==> config.mk <==
export PLATFORM = sky130hd
export DESIGN_NAME = chb_mod
export DESIGN_NICKNAME = d
export VERILOG_FILES = /design/src/sv/chb_mod.sv
export SDC_FILE = /design/constraint.sdc
export NUM_CORES = 1
export LEC_CHECK = 0
export BUFFER_PORTS_ARGS = -buffer_cell sky130_fd_sc_hd__buf_4
export CORE_ASPECT_RATIO = 2
export CORE_MARGIN = 1
export CORE_UTILIZATION = 49
export DETAILED_ROUTE_END_ITERATION = 10
export GPL_ROUTABILITY_DRIVEN = 0
export GPL_TIMING_DRIVEN = 0
export PLACE_DENSITY = 0.78
export SLEW_MARGIN = 20
export SYNTH_ARGS = -nofsm -noshare
export SYNTH_HDL_FRONTEND = slang
export SYNTH_SLANG_ARGS = --single-unit
export TNS_END_PERCENT = 30
==> constraint.sdc <==
create_clock -name clk -period 1.93 [get_ports clk]
set_input_delay 0.386 -clock clk [delete_from_list [all_inputs] [get_ports clk]]
set_output_delay 0.386 -clock clk [all_outputs]
set_load 0.05 [all_outputs]
==> src/sv/chb_mod.sv <==
// Bit-serial remainder unit: key modulo a small divisor, one key bit per cycle.
// Depends on nothing but its parameters.
module chb_mod #(
  parameter int KEY_W = 31,
  parameter int DIV_W = 5
) (
  input  logic             clk,
  input  logic             rst_n,
  input  logic             start,
  input  logic [KEY_W-1:0] key,
  input  logic [DIV_W-1:0] divisor,
  output logic             done,
  output logic [DIV_W-1:0] rem
);

  localparam int CNT_W = $clog2(KEY_W + 1);

  logic             busy_r;
  logic             done_r;
  logic [CNT_W-1:0] cnt_r;
  logic [KEY_W-1:0] sr_r;
  logic [DIV_W-1:0] rem_r;
  logic [DIV_W-1:0] div_r;
  logic [DIV_W-1:0] rem_nxt;
  logic [DIV_W:0]   shifted;

  // restoring step: bring in the next key bit, subtract once if it fits
  always_comb begin
    shifted = {rem_r, sr_r[KEY_W-1]};
    if (shifted >= {1'b0, div_r}) begin
      rem_nxt = DIV_W'(shifted - {1'b0, div_r});
    end else begin
      rem_nxt = DIV_W'(shifted);
    end
  end

  always_ff @(posedge clk) begin
    if (!rst_n) begin
      busy_r <= 1'b0;
      done_r <= 1'b0;
    end else begin
      done_r <= 1'b0;
      if (start) begin
        busy_r <= 1'b1;
      end else if (busy_r && cnt_r == CNT_W'(1)) begin
        busy_r <= 1'b0;
        done_r <= 1'b1;
      end
    end
  end

  always_ff @(posedge clk) begin
    if (start) begin
      sr_r  <= key;
      rem_r <= '0;
      cnt_r <= CNT_W'(KEY_W);
      div_r <= divisor;
    end else if (busy_r) begin
      sr_r  <= sr_r << 1;
      rem_r <= rem_nxt;
      cnt_r <= cnt_r - CNT_W'(1);
    end
  end

  assign done = done_r;
  assign rem  = rem_r;

endmodule

* Yosys cells after proc, flatten, opt, wreduce, memory -nomap -nowiden
Index checks and enable logic that the tools add are counted.
** Storage, ports and cells
- Output and inout bits :: 6
- Input port bits :: 39
- Register bits after elaboration :: 48
** Cells by class
- Muxes and demuxes :: 6
- Add/subtract/negate cells :: 2
- Equal/unequal tests :: 1
- Reduce and logical (&&, ||, !) cells :: 4
- Bitwise logic cells :: 1
- $lt $le $gt $ge :: 1
** Operators by type and width (count)
- $mux W31 :: 2
- $ge A6 B5 Y1 :: 1
- $eq A5 B1 Y1 const B :: 1
- $mux W5 :: 1
- $sub A5 B1 Y5 const B :: 1
- $sub A5 B5 Y5 :: 1
- $reduce_bool A2 Y1 :: 2
- $mux W1 :: 3
- $reduce_or A2 Y1 :: 1
- $logic_and A1 B1 Y1 :: 1
- $not A1 Y1 :: 1

* Depth between registers and ports, before layout
Gate-level depths: netlist of the first run.
- Depth in word-level cells :: 4
- Gate-level depth with buffers :: 8
- Gate-level depth less buffers :: 8

* Worst setup path after synthesis of the first run
No wires, ideal clock.
- Kind :: register -> register
- Start point :: register rem_r[0] (netlist: rem[0])
- End point :: register rem_r[0] (netlist: rem[0])
- Stages on the path, launching flop included :: 6
- Period minus slack after synthesis :: 1.975 ns
- Required time :: 1.851 ns
- Setup time :: 0.079 ns
- Setup slack :: -0.045 ns
- Data arrival time :: 1.896 ns
- Cell sequence :: dfxtp_1 > ha_1 > a21oi_2 > o221ai_4 > mux2_4 > a211oi_2
** On the way
- Word-level cells in the longest chain between the ends :: 2
** RTL lines
- from (decl) :: RTL line 22 : logic [DIV_W-1:0] rem_r;
- from (signal assigned) :: RTL line 60 : rem_r <= rem_nxt;
- $ge A6 B5 Y1 :: RTL line 30 : if (shifted >= {1'b0, div_r}) begin
- $mux W5 :: RTL line 30
No other way between the ends.
A chain may end at the register's enable or synchronous reset.

* Worst setup path in the final report of the first run
- Start point :: register sr_r[30]
- End point :: register rem_r[4] (netlist: rem[4])
** On the way
- Word-level cells in the longest chain between the ends :: 2
- Elaborated cells between the ends (all ways) :: 3
** RTL lines
- from (decl) :: RTL line 21 : logic [KEY_W-1:0] sr_r;
- from (signal assigned) :: RTL line 54 : sr_r <= key;
- from (signal assigned) :: RTL line 59 : sr_r <= sr_r << 1;
- $sub A5 B5 Y5 or $ge A6 B5 Y1 (tied branches) :: RTL line 31, 30
- $mux W5 * :: RTL line 30
Mark *: on every way between the ends. The rest lies on a longest branch, timed or not.

==> results of run 1 <==
## power breakdown
part           switching, mW  internal [mW]  total (mW)
clock network          0.323          0.288       0.610
registers             0.0374           1.22        1.26
logic                  0.197          0.212       0.409
total                  0.557           1.72        2.28
## routing by layer
layer  GRT usage, %  up-vias
met1          20.34      658
met4          9.276        0
li1               -      662
met5              0        -
met3          2.987        9
met2          34.46       42
## area by class of cell
class / instances / area, sq um
Buffer: 5 / 22.52
Clock buffer: 7 / 86.33
Clock inverter: 1 / 3.754
Fill cell: 347 / 1609
Inverter: 10 / 37.54
Multi-Input combinational cell: 90 / 835.8
Sequential cell: 48 / 1324
Tap cell: 54 / 67.56
Timing Repair Buffer: 47 / 352.8
## cells by family (layout without fill, tap and decap cells)
kind of cell / count (synthesis) / in the layout / share of synthesized area [%]
flip-flops: 48 / 48 / 60.21
multiplexers: 32 / 32 / 16.53
AND/OR/NAND/NOR: 29 / 29 / 7.127
AO/OA/AOI/OAI: 15 / 15 / 6.100
buffers and inverters: 15 / 70 / 2.736
adder cells (fa/ha/maj): 8 / 8 / 4.903
XOR/XNOR: 6 / 6 / 2.395
## flip-flops by register name, indices dropped and copies added, names as in the netlist
| name | cells |
|---|---|
| sr_r | 31 |
| done | 1 |
| div_r | 5 |
| busy_r | 1 |
| cnt_r | 5 |
| rem | 5 |
## path summary, 6_finish.rpt
kind                                       startpoint                     to  slack [ns]  cells after the start
worst min-delay path                       divisor[2]     div_r[2]$_DFFE_PP_        0.26                      1
worst min register to register  cnt_r[4]$_SDFFE_PP1P_  cnt_r[4]$_SDFFE_PP1P_        0.52                      2
worst max-delay path               sr_r[30]$_DFFE_PP_    rem[4]$_SDFFE_PP0P_        0.02                      9
worst max register to register     sr_r[30]$_DFFE_PP_    rem[4]$_SDFFE_PP0P_        0.02                      9
## repair_timing
| action | CTS | global route |
|---|---|---|
| pin swaps | 3 | 1 |
| hold buffers | 0 | 0 |
| setup buffers | 3 | 0 |
| gates resized for setup | 4 | 1 |
| setup endpoints to repair | 1 | 3 |
## worst max-delay path, cell delays in order (launching register included)
cell      delay, ns
edfxtp_1       0.39
inv_2          0.09
ha_4           0.14
inv_2          0.03
fa_2           0.36
a21oi_4        0.16
o221ai_4       0.14
buf_4          0.17
o2bb2a_1       0.29
o21ai_1        0.07
## Yosys cell counts (all sizes together)
master,number,area (sq um)
ha,7,87.58
nand2,9,33.78
and3,1,6.260
nor2,5,21.27
buf,4,18.76
o21bai,1,7.510
edfxtp,36,1081
nor4b,1,8.760
o211ai,1,7.510
o2bb2a,2,20.02
nand3b,1,7.510
o221ai,1,26.28
mux2,31,352.8
dfxtp,12,240.2
nor2b,2,12.51
fa,1,20.02
clkbuf,1,3.750
nand3,3,15.01
nand2b,4,25.02
mux2i,1,10.01
xnor2,5,43.79
a21oi,5,32.53
nor4bb,1,10.01
o21ai,3,15.01
and2,1,6.260
inv,10,37.54
a211oi,2,25.02
or4b,1,10.01
xor2,1,8.760
## per-stage QoR
step                      cell area, sq um  power [mW]  worst slack (ns)
after detailed placement              2597       1.658           -0.2906
after global placement                2597       1.637           -0.2256
after CTS                             2730       2.293         -0.002775
after floorplan                       2200       1.523          0.003333
final                                 2730       2.276           0.01821
after global routing                  2730       2.369          -0.03348
==> results.txt, run 1 <==
height of the die - 96.65 microns
crit path time final - 1.912 ns
total clock buffers created by CTS - 5
Clock H-tree levels - 2
outcome - finished clean
Nets - 254
layout cell share with drive strength beyond 1 - 45.67%
routed len/inst - 15.21 microns
CTS tree - built
max-slew violations - 0
Final Cycle Share - 99.06%
Worst Path Class, Setup - reg2reg
WP data required - 2.17 ns
MaxCap Viol Count - 0
drt drc - 0
starting DRC count in detailed routing - 16
Hold Fails Final Rpt - 0
worst-skew pair later-pin latency - 0.30 ns
final clock skew - 0.006148 ns
Met2 Routed Length - 2.233 mm
critical path arrival - 2.15 ns
worst vdd ir - 0.6049 mV
critical path capture point type - register
unique cell type count in the Yosys netlist - 35
top layer in use - met4
#FFs+latches synth - 48
Initial Util - 50.58%
worst hold margin - 0.2609 ns
clock slew at reported path FFs - 0.09 ns
clock tree sinks - 48
register area share after synthesis - 60.21%
Area Growth Syn to Fin - 24.40%
mean post-synth cell area - 14.34 sq um
# port buffers - 44
via count - 1,371
unrepaired setup endpoints after global routing - true
vias per inst - 5.233
crit-path max FO - 4
DIE AREA - 4767 sq um
Syn Std Cell Area - 2195 sq um
n_diodes - 0
PwrDens - 833.8 nW/um^2
I/O pin cnt - 45
drt first pass iters - 4
first-pass GRT wire length - 6.948 mm
DP Cell Count - 251
Net Count, Synth - 200
setup_tns - 0 ns
Overflow after GRT - 0
commonest non-fill, non-tap cells in the layout - buf_4, edfxtp_1, mux2_2, dfxtp_1, nand2_1
Worst slew margin - 58.21%
initial antenna violation count - 0
clock root buffer - clkbuf_8
largest net degree at the start of global routing - 32
maximum clock frequency - 523.1 MHz
Synth Warn # - 0
commonest non-fill, non-tap cell in the layout - buf_4
Layout Cells excl Fill - 262
WL final - 3.986 mm
final setup fails - 0
Die Wd - 49.32 microns
Worst Tran Pin Value - 0.6259 ns
Total GRT Usage - 18.95%
post-route ant nets - 0
clk buf depth - 2
LEAKAGE - 1.096 nW
FP Rows - 34
total core area - 4339 sq um
DR WL met3 - 140 microns
wl on met1 - 1.521 mm
Worst Setup Start Kind - register
vias in the first global route - 1,561
synthesized instance count - 153
fin util - 62.92%
Detail Placement HPWL - 2.895 mm
Worst Hold Class - in2reg
Power figures use the tool's default switching activity.
==> run 2: changes to the inputs <==
- ABC_AREA: unset -> 1
==> results.txt, run 2 <==
critical path arrival - 1.98 ns (-0.17 ns)
Area Growth Syn to Fin - 21.15%
# port buffers - 44 (unchanged)
mean post-synth cell area - 9.215 sq um (-36%)
fin util - 62.16% (-0.75 points)
clock tree sinks - 48 (unchanged)
Worst Path Class, Setup - reg2reg
register area share after synthesis - 58.76% (-1.4 points)
drt drc - 0 (unchanged)
Die Wd - 49.90 microns (+1.2%)
post-synth top area share - 48.08% (-1.2 points)
Hold Fails Final Rpt - 0 (unchanged)
#FFs+latches synth - 48 (unchanged)
unrepaired setup endpoints after global routing - false
clk buf depth - 2 (unchanged)
Net Count, Synth - 291 (+46%)
clock root buffer - clkbuf_8
RR Startpoint - sr_r[30]$_DFFE_PP_
largest net degree at the start of global routing - 35 (+9.4%)
total clock buffers created by CTS - 5 (unchanged)
max reg flops - 31 (unchanged)
height of the die - 97.80 microns (+1.2%)
synthesized instance count - 244 (+59%)
Total GRT Usage - 20.12% (+1.2 points)
CTS tree - built
Syn Std Cell Area - 2248 sq um (+2.5%)
commonest non-fill, non-tap cell in the layout - nand2_1
maximum clock frequency - 575.2 MHz (+10%)
worst-skew pair later-pin latency - 0.29 ns (about the same)
Clock H-tree levels - 2 (unchanged)
FF-to-FF path depth - 11 (+2)
Synth top cells by count - nand2_1, edfxtp_1, inv_1
worst vdd ir - 0.6352 mV (+5.0%)
FP Rows - 34 (unchanged)
first-pass GRT wire length - 7.307 mm (+5.2%)
Post-CTS Hold Buffers - 0 (unchanged)
WP data required - 2.17 ns (about the same)
layout cell share with drive strength beyond 1 - 23.39% (-22 points)
via count - 1,718 (+25%)
LEAKAGE - 1.330 nW (+21%)
crit-path max FO - 7 (+3)
Final Cycle Share - 90.08% (-9.0 points)
max incr delay on CP - 0.42 ns (+0.03 ns)
worst hold margin - 0.2629 ns (+0.002004 ns)
WL final - 4.214 mm (+5.7%)
Min-Delay Path Depth - 1 (unchanged)
drt first pass iters - 4 (unchanged)
Worst Hold Endpoint - div_r[4]$_DFFE_PP_
Post-DP Area - 2646 sq um (+1.9%)
Worst Hold Class - in2reg
outcome - finished clean
most used flip-flop cell after synthesis - edfxtp_1
I/O pin cnt - 45 (unchanged)
Worst Setup Start Kind - register
DIE AREA - 4880 sq um (+2.4%)
Post-synth EDFFs - 36 (unchanged)
reg2reg setup slack - 0.19 ns (+0.17 ns)
commonest non-fill, non-tap cells in the layout - nand2_1, buf_4, edfxtp_1, inv_1, dfxtp_1
Synth area leaders - edfxtp_1, nand2_1, dfxtp_1, ha_1, inv_1
Post-CTS Setup Bufs - 0 (-3)
max-slew violations - 0 (unchanged)
final setup fails - 0 (unchanged)
total core area - 4382 sq um (+0.98%)
Overflow after GRT - 0 (unchanged)
starting DRC count in detailed routing - 38 (+22)
n_diodes - 0 (unchanged)
Critical R2R Capture - rem[3]$_SDFFE_PP0P_
unique cell type count in the Yosys netlist - 24 (-31%)
clock slew at reported path FFs - 0.08 ns (about the same)
Nets - 342 (+35%)
most common cell in the netlist - nand2_1
DP Cell Count - 342 (+36%)
Max stage delay cell, worst path - fa_1
Worst slew margin - 54.60% (-3.6 points)
routed len/inst - 12.07 microns (-21%)
Cell Chain, Critical Path - inv_1, ha_1, inv_1, fa_1, inv_1, nand2_1, nand3_4, nand3_2, nand2_1, nand3_1, nand2_1
vias in the first global route - 1,754 (+12%)
Initial Util - 51.31% (+0.74 points)
Hold Path Origin - divisor[4]
critical path capture point type - register
final clock skew - 0.004102 ns (-0.002047 ns)
Layout Cells excl Fill - 349 (+33%)
ys async rst share - 0% (unchanged)
PwrDens - 821.5 nW/um^2 (-1.5%)
vias per inst - 4.923 (-5.9%)
CP Launch Point - sr_r[30]$_DFFE_PP_
Top reg by flops - sr_r
Detail Placement HPWL - 3.186 mm (+10%)
crit path time final - 1.739 ns (-0.1732 ns)
initial antenna violation count - 0 (unchanged)
Finished Cell Area - 2724 sq um (-0.23%)
Worst Tran Pin Value - 0.6800 ns (+0.05413 ns)
Synth Warn # - 0 (unchanged)
cts repair resizes - 0 (-4)
post-route ant nets - 0 (unchanged)
Synth area leader - edfxtp_1
MaxCap Viol Count - 0 (unchanged)
## run 2: logic make-up (layout without fill, tap and decap cells)
| group | Yosys count | after routing | share of synthesized area [%] |
|---|---|---|---|
| adder cells (fa/ha/maj) | 8 | 8 | 4.786 |
| AND/OR/NAND/NOR | 143 | 143 | 26.93 |
| buffers and inverters | 30 | 81 | 5.509 |
| flip-flops | 48 | 48 | 58.76 |
| AO/OA/AOI/OAI | 14 | 14 | 3.617 |
| XOR/XNOR | 1 | 1 | 0.3896 |
## run 2: how the worst max path moves through the flow
stage	endpoint	slack [ns]	cells past startpoint
final	rem[3]$_SDFFE_PP0P_	0.19	11
after global routing	rem[2]$_SDFFE_PP0P_	0.05	11
after CTS	rem[2]$_SDFFE_PP0P_	0.18	11
after detailed placement	rem[2]$_SDFFE_PP0P_	0.19	11
after global placement	sr_r[15]$_DFFE_PP_	-0.09	3
after floorplan	rem[0]$_SDFFE_PP0P_	0.24	7
## run 2: per-layer routing
| layer | wire (microns) | up-vias | global-route usage, % |
|---|---|---|---|
| met5 | 0 | - | 0 |
| met2 | 2394 | 43 | 38.57 |
| met3 | 160 | 11 | 3.894 |
| met1 | 1542 | 782 | 18.90 |
| met4 | 117 | 0 | 10.55 |
| li1 | - | 882 | - |
## run 2: power breakdown
part	total [mW]	switching (mW)	leakage (nW)	internal (mW)
Sequential	1.26	0.0406	0.465	1.22
Clock	0.549	0.302	0.0410	0.246
Combinational	0.430	0.255	0.824	0.175
## run 2: worst max-delay path, delay by kind of cell, from the launching register on
kind | cells | cell delay, ns
DFF | 1 | 0.37
buffers and inverters | 3 | 0.20
and+or+nand+nor | 6 | 0.55
adders and majority gates | 2 | 0.56
## run 2: per-stage QoR
step                      setup slack, ns  TNS [ns]  power [mW]
after floorplan                    0.2367         0       1.562
after global placement           -0.09088    -2.846       1.698
after detailed placement           0.1925         0       1.716
after CTS                          0.1785         0       2.262
after global routing              0.05009         0       2.357
final                              0.1914         0       2.238
## run 2: layout make-up
class / count / area (sq um)
Fill cell: 408 / 1658
Sequential cell: 48 / 1321
Multi-Input combinational cell: 166 / 803.3
Timing Repair Buffer: 44 / 330.3
Inverter: 23 / 86.33
Clock buffer: 6 / 72.57
Tap cell: 54 / 67.56
Buffer: 7 / 37.54
Clock inverter: 1 / 5.005
