## config.mk

```make
export PLATFORM = sky130hd
export DESIGN_NAME = chb_ram
export DESIGN_NICKNAME = d
export VERILOG_FILES = /design/src/sv/chb_ram.sv
export SDC_FILE = /design/constraint.sdc
export NUM_CORES = 1
export LEC_CHECK = 0
export ABC_AREA = 1
export BUFFER_PORTS_ARGS = -buffer_cell sky130_fd_sc_hd__clkbuf_2
export CORE_ASPECT_RATIO = 1.75
export CORE_MARGIN = 2
export CORE_UTILIZATION = 40
export CTS_CLUSTER_DIAMETER = 30
export DETAILED_ROUTE_END_ITERATION = 12
export GPL_ROUTABILITY_DRIVEN = 1
export PLACE_DENSITY = 0.68
export SLEW_MARGIN = 20
export SYNTH_ARGS = -nofsm -noshare
export SYNTH_HDL_FRONTEND = slang
export SYNTH_SLANG_ARGS = --single-unit
```

## constraint.sdc

```tcl
create_clock -name clk -period 1.5 [get_ports clk]
set_input_delay 0.3 -clock clk [delete_from_list [all_inputs] [get_ports clk]]
set_output_delay 0.3 -clock clk [all_outputs]
set_load 0.05 [all_outputs]
```

## src/sv/chb_ram.sv

```systemverilog
// Generic single-write, single-read RAM with registered read data.
// No dependencies.
module chb_ram #(
  parameter int WIDTH = 8,
  parameter int DEPTH = 16
) (
  input  logic                                   clk,
  input  logic                                   we,
  input  logic [(DEPTH > 1 ? $clog2(DEPTH) : 1)-1:0] waddr,
  input  logic [WIDTH-1:0]                       wdata,
  input  logic                                   re,
  input  logic [(DEPTH > 1 ? $clog2(DEPTH) : 1)-1:0] raddr,
  output logic [WIDTH-1:0]                       rdata
);

  logic [WIDTH-1:0] mem_r [DEPTH];
  logic [WIDTH-1:0] rdata_r;

  always_ff @(posedge clk) begin
    if (we) begin
      mem_r[waddr] <= wdata;
    end
    if (re) begin
      rdata_r <= mem_r[raddr];
    end
  end

  assign rdata = rdata_r;

endmodule

```

# Word level (Yosys, flattened, before mapping)
# Memory sizes are Yosys's and may differ from the RTL's. A register that Yosys moved wholly into a read port is not among the register bits.
# Index checks and enable logic that the tools add are counted.
[classes]
mux = 2
[ops]
columns = ["cell", "count"]
rows = [
  ["$mux W1", 2],
]
[totals]
ff_bits = 0
mem_bits_rw = 128
in_bits = 19
output_inout_bits = 8
wordCells = 3
n_memories = 1
[mem_list]
columns = ["memory", "words", "word_bits", "rd", "rd_clocked_by_memory_dff", "write_ports", "line_no", "rtl"]
rows = [
  ["mem_r", 16, 8, 1, 1, 1, "16", "logic [WIDTH-1:0] mem_r [DEPTH];"],
]

# Longest topological paths before layout
# Gate-level depths: netlist of run 1.
[depth]
depth_word = 2
depth_mapped = 8
mapped_depth_nobuf = 7

# Worst setup path after synthesis of run 1
# Ideal clock, no wire load.
[synth_timing]
path_type = "input to register"
startpoint = "in waddr[2] in the netlist's numbering"
endpoint = "mem mem_r[10][0] (enable)"
arrival_time_ns = 0.881
required_time_ns = 1.130
slack_ns = 0.249
path_stages = 2
path_cell_list = "nand3b_1 -> nor2_1"
[synth_rtl]
columns = ["item", "line_no", "rtl"]
rows = [
  ["start: declaration", "9", "input logic [(DEPTH > 1 ? $clog2(DEPTH) : 1)-1:0] waddr,"],
  ["end: declaration", "16", ""],
]
# No word-level cell before the write port.

# Worst setup path in the final report of run 1
[layout_timing]
startpoint = "reg rdata_r[3], in the netlist rdata[3] (read register of mem_r)"
endpoint = "out rdata[3]"
[layout_rtl]
columns = ["item", "line_no", "rtl"]
rows = [
  ["start: declaration", "17", "logic [WIDTH-1:0] rdata_r;"],
  ["end: declaration", "13", "output logic [WIDTH-1:0] rdata"],
]
# No word-level cell between the ends.

==> results of run 1 <==
## layout make-up
type	count	share of cell area, %
clock inverter	12	1.910
tap	180	3.306
timing repair buffer	50	5.106
sequential	136	59.94
clock buffer	18	6.299
inverter	102	5.620
multi-input combinational	289	17.81
## worst max-delay path by stage
| stage | depth (start not counted) | end | slack (ns) |
|---|---|---|---|
| after floorplan | 2 | mem_r[10][0] | 0.25 |
| after global placement | 6 | rdata[6] | 0.002 |
| after detailed placement | 6 | rdata[6] | -0.009 |
| after CTS | 1 | rdata[3] | 0.09 |
| after global routing | 1 | rdata[3] | 0.08 |
| final | 1 | rdata[3] | 0.13 |
## cells in the final DEF, fill, tap and decap left out
cell type / count
sky130_fd_sc_hd__nand3b_1: 2
sky130_fd_sc_hd__nand2_1: 173
sky130_fd_sc_hd__clkinv_2: 4
sky130_fd_sc_hd__nand3_1: 97
sky130_fd_sc_hd__clkbuf_16: 17
sky130_fd_sc_hd__inv_1: 100
sky130_fd_sc_hd__clkinvlp_4: 2
sky130_fd_sc_hd__buf_12: 3
sky130_fd_sc_hd__clkbuf_2: 26
sky130_fd_sc_hd__bufinv_16: 2
sky130_fd_sc_hd__inv_2: 2
sky130_fd_sc_hd__clkinv_4: 3
sky130_fd_sc_hd__buf_4: 21
sky130_fd_sc_hd__inv_6: 1
sky130_fd_sc_hd__clkbuf_1: 1
sky130_fd_sc_hd__edfxtp_1: 136
sky130_fd_sc_hd__nor2_1: 17
## per-layer routing
layer  share of wire (%)  vias up
li1                    -     1866
met1                  36     1903
met2                  55      122
met3                 4.2       42
met4                 4.8        0
met5                   0        -
## state kept, by name, indices dropped and copies added (netlist names)
register,cells
mem_r,128
rdata,8
## cells in the mapped netlist
library cell	instances	area share, %
sky130_fd_sc_hd__buf_4	4	0.51
sky130_fd_sc_hd__inv_1	100	6.4
sky130_fd_sc_hd__nor2_1	17	1.1
sky130_fd_sc_hd__edfxtp_1	136	70
sky130_fd_sc_hd__inv_2	2	0.13
sky130_fd_sc_hd__nand3b_1	2	0.26
sky130_fd_sc_hd__nand2_1	173	11
sky130_fd_sc_hd__buf_1	1	0.064
sky130_fd_sc_hd__buf_2	13	1.1
sky130_fd_sc_hd__nand3_1	97	8.3
sky130_fd_sc_hd__buf_6	6	1.2
## stage by stage
step,std cells,worst slack [ns]
final,787,0.1260
after global routing,787,0.08456
after CTS,787,0.08545
after detailed placement,757,-0.009273
after global placement,757,0.002255
after floorplan,551,0.2492
## kinds of logic after synthesis
group	after synthesis	synth area share, %
and+or+nand+nor	289	20.76
DFF	136	69.85
buffers and inverters	126	9.394
## report_power, final
group	leakage (nW)	internal [mW]	switching, mW
logic	1.44	0.158	0.426
clock network	0.272	2.42	1.49
registers	1.24	4.28	0.0234
total	2.95	6.86	1.94
==> results.txt, run 1 <==
The die is 163.9 um tall. Sequential cells were found to cover 69.85% of the synthesized design area. For the total I/O pin count, the log shows 27. In this run the critical register-to-register path is captured at rdata[2]. The number of standard-cell rows in the floorplan is 58. The starting DRC count in detailed routing came out at 344.

The run gives 17 as the number of clock buffers inserted by TritonCTS. The flow ran to the end, and the final reports show no timing, DRC or antenna violations. Setup repair after global routing left no endpoint under its margin. The logs give 4,069 for the number of global-route vias before repair and 0 for the number of max-capacitance violations reported. The tools report the post-CTS setup repair buffer count as 0. The hold-critical path depth works out to 1. The slew at the pin closest to its max-slew limit is 0.5946 ns. For the setup TNS, the log shows 0 ns. Global routing used 3.624% of the available met3 tracks. The port buffer count came out at 26. For this run the aggregate overflow at the end of global routing stands at 0. The minimum clock period was 1.374 ns. The relative area change from synthesis to final layout is 16.52%, and the maximum ir drop on the vdd rail is 766.0 uV. The tools report the hold slack as 0.3011 ns. The tools report the capturing element type of the critical path as an output pin. Measured on the finished design, the core utilization comes to 47.41%. The logs give 4 for the H-tree depth and 0.41 ns for the clock insertion delay at the later pin of the skew report. The number of antenna violations at the first check in global routing was 0; the placeable core region was 14,370 um2. For the total area of multi-input combinational cells, the log shows 1214 um2. The congestion estimate from routability-driven global placement came to 0.8780.

In the finished design, the share of the clock period the worst path needs comes to 91.60%. Summing internal, switching and leakage power gives 8.807 mW. Once placement finished, the instance area stood at 6254 um2. The critical path startpoint category is a flip-flop. In this design, the largest share of critical-path delay is due to flip-flops. The cell sitting at the root of the clock tree is a sky130_fd_sc_hd__clkbuf_16. The final routed wire length divided by cell count works out to 17.30 um. The clock passes through at most 2 buffers. The number of diodes added for antenna fixing is 0.

The tools report the worst reg2reg path startpoint as mem_r[0][2]. For the worst setup path, the data required time is 1.20 ns. The post-route cell area was 6813 um2; the routed via count divided by cell count was 4.997.

The Yosys step of the flow raised 0 warnings. The tools report the routed wire length as 13,620 um. The wire length of the first global-routing pass was 21,740 um; the half-perimeter wire length after detailed placement was 9208 um. The area of the die was 15,640 um2; the static leakage was 2.946 nW. TritonCTS built the clock tree. The type of the worst min-delay path was in -> reg. The floorplan step set the die width to 95.39 um.

For the via count, the log shows 3,933. After technology mapping, the gate count stands at 551. The tree built by TritonCTS fans out to 136 sinks.

The tools report the worst min-delay path startpoint as re. Sum of buffers and inverters on the critical path: 1. The slowest stage of the critical path belongs to the cell sky130_fd_sc_hd__edfxtp_1.

Once the floorplan was initialized, standard cells occupied 40.69% of the core. The filler cells instantiated in the layout total 1,320. The worst setup path startpoint is rdata[3]. The run gives 0 as the remaining antenna violation count after routing. The number of cells on the worst reg-to-reg path is 6.

The count of pins over their slew limit came out at 0. The netlist area before placement was 5847 um2. The share of post-route cells with drive strength above 1 is 13.34%, and the final number of hold-violating endpoints is 0. In the global route stage, met1 resource usage came out at 21.01%.

The pin count of the biggest net entering global routing was 57; the clock input transition at the sequential cells of the worst setup and hold paths was 0.05 ns. The logs give 0 for the number of setup violations in the final report and 570 for the total nets after synthesis. The number of cells upsized or downsized after cts was 0; the final layout net count was 615. Global routing used 19.32% of the available tracks across all layers. The normalized max-slew margin was 60.30%.

For the number of hold-repair buffers added at the cts stage, the log shows 0. The combined flip-flop and latch cell area was 4084 um2; the highest fanout seen on the critical path was 1. The distinct cell type count after synthesis was 11; the global routing met2 resource utilization was 34.28%. Between clock sinks in the finished design, the worst skew comes to 0.007043 ns. The highest clock rate is 0.7278 GHz, and the power density over cell area is 1293 nW/um2. The setup check on the worst reg-to-reg path leaves a slack of 0.33 ns. By startpoint and endpoint, the worst setup path is classified as reg -> out. The remaining routing DRC violations came out at 0. On the worst path, the slowest cell contributes a delay of 0.41 ns.

For the worst setup path, the data arrival time is 1.07 ns. In this run the most used layer during global routing was met2. The signal on the critical path passes through clkbuf_2. The first-pass iteration count of the detailed router was 5; the mean instance size in the synthesized netlist was 10.61 um2. For hold timing, the worst endpoint is rdata[3]. Synthesis inferred 136 register bits.
Note: power is estimated with default switching activity, not from simulation.
==> run 2, diff against run 1 <==
--- a/config.mk
+++ b/config.mk
@@ -8,7 +8,7 @@
 export ABC_AREA = 1
 export BUFFER_PORTS_ARGS = -buffer_cell sky130_fd_sc_hd__clkbuf_2
 export CORE_ASPECT_RATIO = 1.75
-export CORE_MARGIN = 2
+export CORE_MARGIN = 4
 export CORE_UTILIZATION = 40
 export CTS_CLUSTER_DIAMETER = 30
 export DETAILED_ROUTE_END_ITERATION = 12
==> results.txt, run 2 (synthesized netlist as in run 1, its figures left out) <==
The H-tree depth is 4 (unchanged). In this run the critical register-to-register path is launched from mem_r[11][5]. Met2 wire length: 7403 um (-0.59%). The static leakage was 2.972 nW (+0.86%); the number of antenna violations at the first check in global routing was 0 (unchanged).

The port buffer count is 26 (unchanged), and the post-route clock skew is 0.004987 ns (-0.002056 ns). TritonCTS built the clock tree. The hold-critical path depth came out at 1 (unchanged).

The power density over cell area works out to 1304 nW/um2 (+0.83%). The sum of buffers and inverters on the critical path was 1 (unchanged); the count of pins over their slew limit was 0 (unchanged). The run gives 4729 um (-4.3%) as the sum of routed wire segments on met1. The clock insertion delay at the later pin of the skew report is 0.41 ns (about the same), and the slew at the pin closest to its max-slew limit is 0.4397 ns (-0.1549 ns). The first-pass iteration count of the detailed router is 6 (+1). The length of routed met3 wiring was 688 um (+20%); the relative area change from synthesis to final layout was 17.57%. Reg-to-reg critical path endpoint: rdata[5]. For the final layout net count, the log shows 618 (+0.49%). Biggest cell delay along the critical path: 0.41 ns (about the same). The tools report the hold-critical path endpoint as rdata[7]. For the number of hold-repair buffers added at the cts stage, the log shows 0 (unchanged).

Category of the critical setup timing path: reg -> out. The tools report the worst min-delay path startpoint as re. The worst setup path is captured at an output pin. The slowest cell on the critical path was sky130_fd_sc_hd__edfxtp_1. Walking the worst path, the cells encountered are clkbuf_2. The share of the clock period used by the worst path came out at 91.61% (about the same). The via count is 3,893 (-1.0%), and the pin count of the biggest net entering global routing is 42 (-26%). The total area of multi-input combinational cells was 1214 um2 (unchanged); the wire length of the first global-routing pass was 21,020 um (-3.3%).

The final number of hold-violating endpoints was 0 (unchanged). The tools report the area of the die as 16,690 um2 (+6.7%). The maximum ir drop on the vdd rail is 794.0 uV (+3.7%), and the worst setup slack for register-to-register paths is 0.35 ns (+0.02 ns).

The remaining antenna violation count after routing was 0 (unchanged); the number of diodes added for antenna fixing was 0 (unchanged). The remaining routing DRC violations came out at 0 (unchanged). The minimum clock period works out to 1.374 ns (+0.0001300 ns). The number of global-route vias before repair was 3,992 (-1.9%). The required time of the worst setup path came out at 1.20 ns (about the same).

The combined flip-flop and latch cell area was 4084 um2 (unchanged); the clock sink count was 136 (unchanged). The initial cell density of the core was 40.69% (unchanged). The worst hold path belongs to the class in -> reg. The run gives 58 (unchanged) as the number of standard-cell rows in the floorplan. The final routed wire length divided by cell count is 17.08 um (-1.3%), and the post-placement cell area is 6289 um2 (+0.56%).

The routed via count divided by cell count is 4.915 (-1.6%), and the number of clock buffers inserted by TritonCTS is 17 (unchanged). The number of setup violations in the final report came out at 0 (unchanged). The starting DRC count in detailed routing is 287 (-17%).

The tools report the post-layout total power as 8.961 mW (+1.7%). The die outline height came out at 167.9 um (+2.4%). For the number of max-capacitance violations reported, the log shows 0 (unchanged). In the layout the commonest cells are 173 x sky130_fd_sc_hd__nand2_1, 136 x sky130_fd_sc_hd__edfxtp_1, 100 x sky130_fd_sc_hd__inv_1. Setup repair after global routing left no endpoint under its margin. The routability congestion estimate is 0.9386 (+6.9%), and the routed wire length is 13,530 um (-0.63%). The highest clock rate came out at 0.7277 GHz (about the same). Leaving out fill and tap cells, the most frequent cell in the layout is sky130_fd_sc_hd__nand2_1. For the normalized max-slew margin, the log shows 70.68% (+10 points). Die width: 99.39 um (+4.2%). The run gives 0 (unchanged) as the number of cells upsized or downsized after cts. The clock root buffer was sky130_fd_sc_hd__clkbuf_16.

The flip-flop count of the largest register, all copies and words added was 128 (unchanged); the remaining global-route overflow was 0 (unchanged). The half-perimeter wire length after detailed placement was 9276 um (+0.74%); the post-CTS setup repair buffer count was 0 (unchanged). The depth of the worst register-to-register path is 6 (unchanged). The number of buffers on the longest clock path came out at 2 (unchanged). The highest fanout seen on the critical path works out to 1 (unchanged). In this design, the largest share of critical-path delay is due to flip-flops.

The tools report the post-route cell area as 6874 um2 (+0.90%). The clock input transition at the sequential cells of the worst setup and hold paths was 0.06 ns (about the same). The run finished with clean final reports. The tools report the final core utilization as 47.84% (+0.43 points). The register with the most flip-flops in the final layout is mem_r.

Count of fill cells added during filler insertion: 1,263 (-4.3%). The total I/O pin count is 27 (unchanged). For the data arrival time of the critical path, the log shows 1.07 ns (about the same).

The critical path startpoint category is a flip-flop. The detailed router used layers up to and including met4. The share of post-route cells with drive strength above 1 is 13.56% (+0.22 points).

The total global routing track utilization was 17.01% (-2.3 points); the placeable core region was 14,370 um2 (unchanged).
-- run 2: cell count changes in the layout (fill, tap and decap cells not counted) --
cell	before	now
sky130_fd_sc_hd__clkinv_2	4	3
sky130_fd_sc_hd__clkbuf_1	1	2
sky130_fd_sc_hd__buf_4	21	23
sky130_fd_sc_hd__clkinv_1	0	2
sky130_fd_sc_hd__clkinvlp_4	2	3
sky130_fd_sc_hd__clkinv_4	3	0
sky130_fd_sc_hd__buf_12	3	4
sky130_fd_sc_hd__inv_6	1	2
sky130_fd_sc_hd__bufinv_16	2	3
-- run 2: power by group --
part	switching [mW]	leakage [nW]	internal, mW
clock network	1.46	0.279	2.60
logic	0.429	1.46	0.168
registers	0.0253	1.24	4.28
total	1.91	2.97	7.05
-- run 2: area by class of cell --
cell class	count	share of cell area, %
clock inverter	13	2.221
clock buffer	19	6.298
timing repair buffer	53	5.570
sequential	136	59.41
tap	180	3.276
inverter	102	5.570
multi-input combinational	289	17.66
-- run 2: routing by layer --
metal,vias to the layer above,GRT usage (%)
met1,1830,17.74
met5,-,0
met2,141,30.50
li1,1881,-
met4,0,10.94
met3,41,3.317
-- run 2: worst max path at each step --
stage	startpoint	end	slack [ns]	depth (start not counted)
finish	rdata[0]	rdata[0]	0.13	1
global route	rdata[2]	rdata[2]	0.1	1
CTS	rdata[4]	rdata[4]	0.11	1
global placement	raddr[0]	rdata[4]	-0.04	8
floorplan	waddr[2]	mem_r[10][0]	0.25	2
detailed placement	raddr[0]	rdata[4]	-0.04	8
-- run 2: per-stage QoR --
stage | setup WS [ns] | hold WS (ns) | TNS [ns] | instances
3_5_place_dp | -0.04008 | 0.7037 | -0.07962 | 760
6_report | 0.1258 | 0.2935 | 0 | 792
2_1_floorplan | 0.2492 | 0.3989 | 0 | 551
5_1_grt | 0.09618 | 0.2877 | 0 | 792
3_3_place_gp | -0.03660 | 0.7064 | -0.05718 | 760
4_1_cts | 0.1085 | 0.2720 | 0 | 792
==> run 3, diff against run 2 <==
--- a/config.mk
+++ b/config.mk
@@ -7,7 +7,6 @@
 export LEC_CHECK = 0
 export ABC_AREA = 1
 export BUFFER_PORTS_ARGS = -buffer_cell sky130_fd_sc_hd__clkbuf_2
-export CORE_ASPECT_RATIO = 1.75
 export CORE_MARGIN = 4
 export CORE_UTILIZATION = 40
 export CTS_CLUSTER_DIAMETER = 30
==> constraint.sdc (replaced) <==
create_clock -name clk -period 1.4 [get_ports clk]
set_input_delay 0.28 -clock clk [delete_from_list [all_inputs] [get_ports clk]]
set_output_delay 0.28 -clock clk [all_outputs]
set_load 0.05 [all_outputs]
==> results.txt, run 3 (synthesized netlist as in run 1, its figures left out) <==
For the starting DRC count in detailed routing, the log shows 536 (+87%). The run gives 0 (unchanged) as the number of diodes added for antenna fixing. The slew at the pin closest to its max-slew limit works out to 0.6039 ns (+0.1642 ns). The run gives 41.48% (+0.79 points) as the initial cell density of the core. The pre-CTS worst setup slack was -0.1126 ns (-0.07251 ns); the final number of hold-violating endpoints was 0 (unchanged). The tools report the pin count of the biggest net entering global routing as 38 (-9.5%). The minimum clock period works out to 1.355 ns. The port buffer count came out at 26 (unchanged).

The area of the die came out at 16,620 um2 (-0.45%). The remaining routing DRC violations is 0 (unchanged). The tools report the hold slack as 0.2459 ns (-0.04760 ns). The power density over cell area came out at 1394 nW/um2 (+6.9%).

STA classifies the critical path endpoint as an output pin. The run gives 14,100 um2 (-1.9%) as the placeable core region. The H-tree depth came out at 4 (unchanged). The relative area change from synthesis to final layout came out at 17.18%.

The routed via count divided by cell count was 4.871 (-0.90%); the number of max-capacitance violations reported was 0 (unchanged). CTS placed an instance of sky130_fd_sc_hd__clkbuf_16 at the clock tree root. The register with the highest flop count was mem_r.

The category of the critical setup timing path was reg -> out. Type of the worst min-delay path: in -> reg. The number of hold-repair buffers added at the cts stage is 0 (unchanged). The met2 wire length was 5774 um (-22%); the biggest cell delay along the critical path was 0.41 ns (about the same). For the via count, the log shows 3,858 (-0.90%). Half-perimeter wire length after detailed placement: 8347 um (-10%). The clock insertion delay at the later pin of the skew report came out at 0.41 ns (about the same). The tools report the final layout net count as 619 (+0.16%). Highest fanout seen on the critical path: 1 (unchanged).

The post-layout total power was 9.548 mW (+6.6%); the total I/O pin count was 27 (unchanged). The library cells used most frequently in the layout, excluding fill and tap cells, are 173 x sky130_fd_sc_hd__nand2_1, 136 x sky130_fd_sc_hd__edfxtp_1, 100 x sky130_fd_sc_hd__inv_1. The final routed wire length divided by cell count was 16.36 um (-4.2%). Setup TNS: 0 ns (unchanged). The data arrival time of the critical path was 1.07 ns (about the same); the required time of the worst setup path was 1.12 ns (-0.08 ns). The routability congestion estimate was 0.8299 (-12%); the die outline height was 128.9 um (-23%). The remaining antenna violation count after routing was 0 (unchanged). The total global routing track utilization was 16.61% (-0.39 points); the length of routed met3 wiring was 1029 um (+50%). The flip-flop count of the largest register, all copies and words added was 128 (unchanged). The critical path goes through clkbuf_2.

The flow ran to the end, and the final reports show no timing, DRC or antenna violations. Clock sink count: 136 (unchanged). The slowest cell on the critical path is sky130_fd_sc_hd__edfxtp_1.

The maximum ir drop on the vdd rail came out at 928.7 uV (+17%). The share of post-route cells with drive strength above 1 came out at 13.56% (unchanged). Setup repair after global routing left no endpoint under its margin. The first-pass iteration count of the detailed router was 5 (-1); the remaining global-route overflow was 0 (unchanged). Number of buffers on the longest clock path: 2 (unchanged). The top routing layer in use was met4. For the sum of routed wire segments on met1, the log shows 5838 um (+23%). In the finished design, the share of the clock period the worst path needs comes to 96.76%. For the wire length of the first global-routing pass, the log shows 20,480 um (-2.6%). The die width was 128.9 um (+30%); the static leakage was 2.974 nW (about the same). The count of pins over their slew limit came out at 0 (unchanged). Most common cell after layout, fill and taps aside: sky130_fd_sc_hd__nand2_1. The sum of buffers and inverters on the critical path is 1 (unchanged). The number of global-route vias before repair was 3,776 (-5.4%). The tools report the post-CTS setup repair buffer count as 0 (unchanged). The worst-case setup margin in the final layout was 0.04542 ns (-0.08042 ns); the number of antenna violations at the first check in global routing was 0 (unchanged).

The tools report the critical path startpoint category as a flip-flop. The number of setup violations in the final report is 0 (unchanged). The routed wire length was 12,960 um (-4.2%); the post-route clock skew was 0.01116 ns (+0.006175 ns). The normalized max-slew margin is 59.68% (-11 points).

The number of clock buffers inserted by TritonCTS came out at 17 (unchanged). The number of cells upsized or downsized after cts came out at 0 (unchanged). The highest clock rate came out at 0.7382 GHz.

Clock input transition at the sequential cells of the worst setup and hold paths: 0.06 ns (about the same). Number of standard-cell rows in the floorplan: 43 (-26%). TritonCTS built the clock tree.

The cell family contributing the most delay on the critical path is flip-flops.
==> run 3: cell type report <==
class                   instances  area, um2
clock buffers                  20      436.7
fillers                      1241       7244
well taps                     180      225.2
clock inverters                11      131.4
multi-input cells             289       1214
flip-flops and latches        136       4084
inverters                     102      382.9
repair buffers                 54      377.9
==> run 3: per-stage QoR <==
stage               instances  cell area (um2)  util [%]
floorplan                 551             5847         -
global placement          761             6284     44.58
detailed placement        761             6284     44.58
CTS                       792             6852     48.61
global route              792             6852     48.61
finish                    792             6852     48.61
==> run 3: report_power, final <==
group,internal (mW),switching (mW)
clock,2.76,1.54
sequential,4.59,0.0252
combinational,0.178,0.453
==> run 3: metal layers <==
layer	track usage, %	vias to the layer above
li1	-	1877
met1	23.99	1805
met2	24.24	155
met3	4.276	21
met4	6.238	0
met5	0	-
==> run 3: path summary, 6_finish.rpt <==
check	slack, ns	endpoint	from	depth (start not counted)
worst max-delay path	0.05	rdata[1]	rdata[1]	1
worst min-delay path	0.25	rdata[6]	re	1
worst max register to register	0.28	rdata[0]	mem_r[0][0]	6
worst min register to register	0.75	rdata[1]	mem_r[2][1]	6
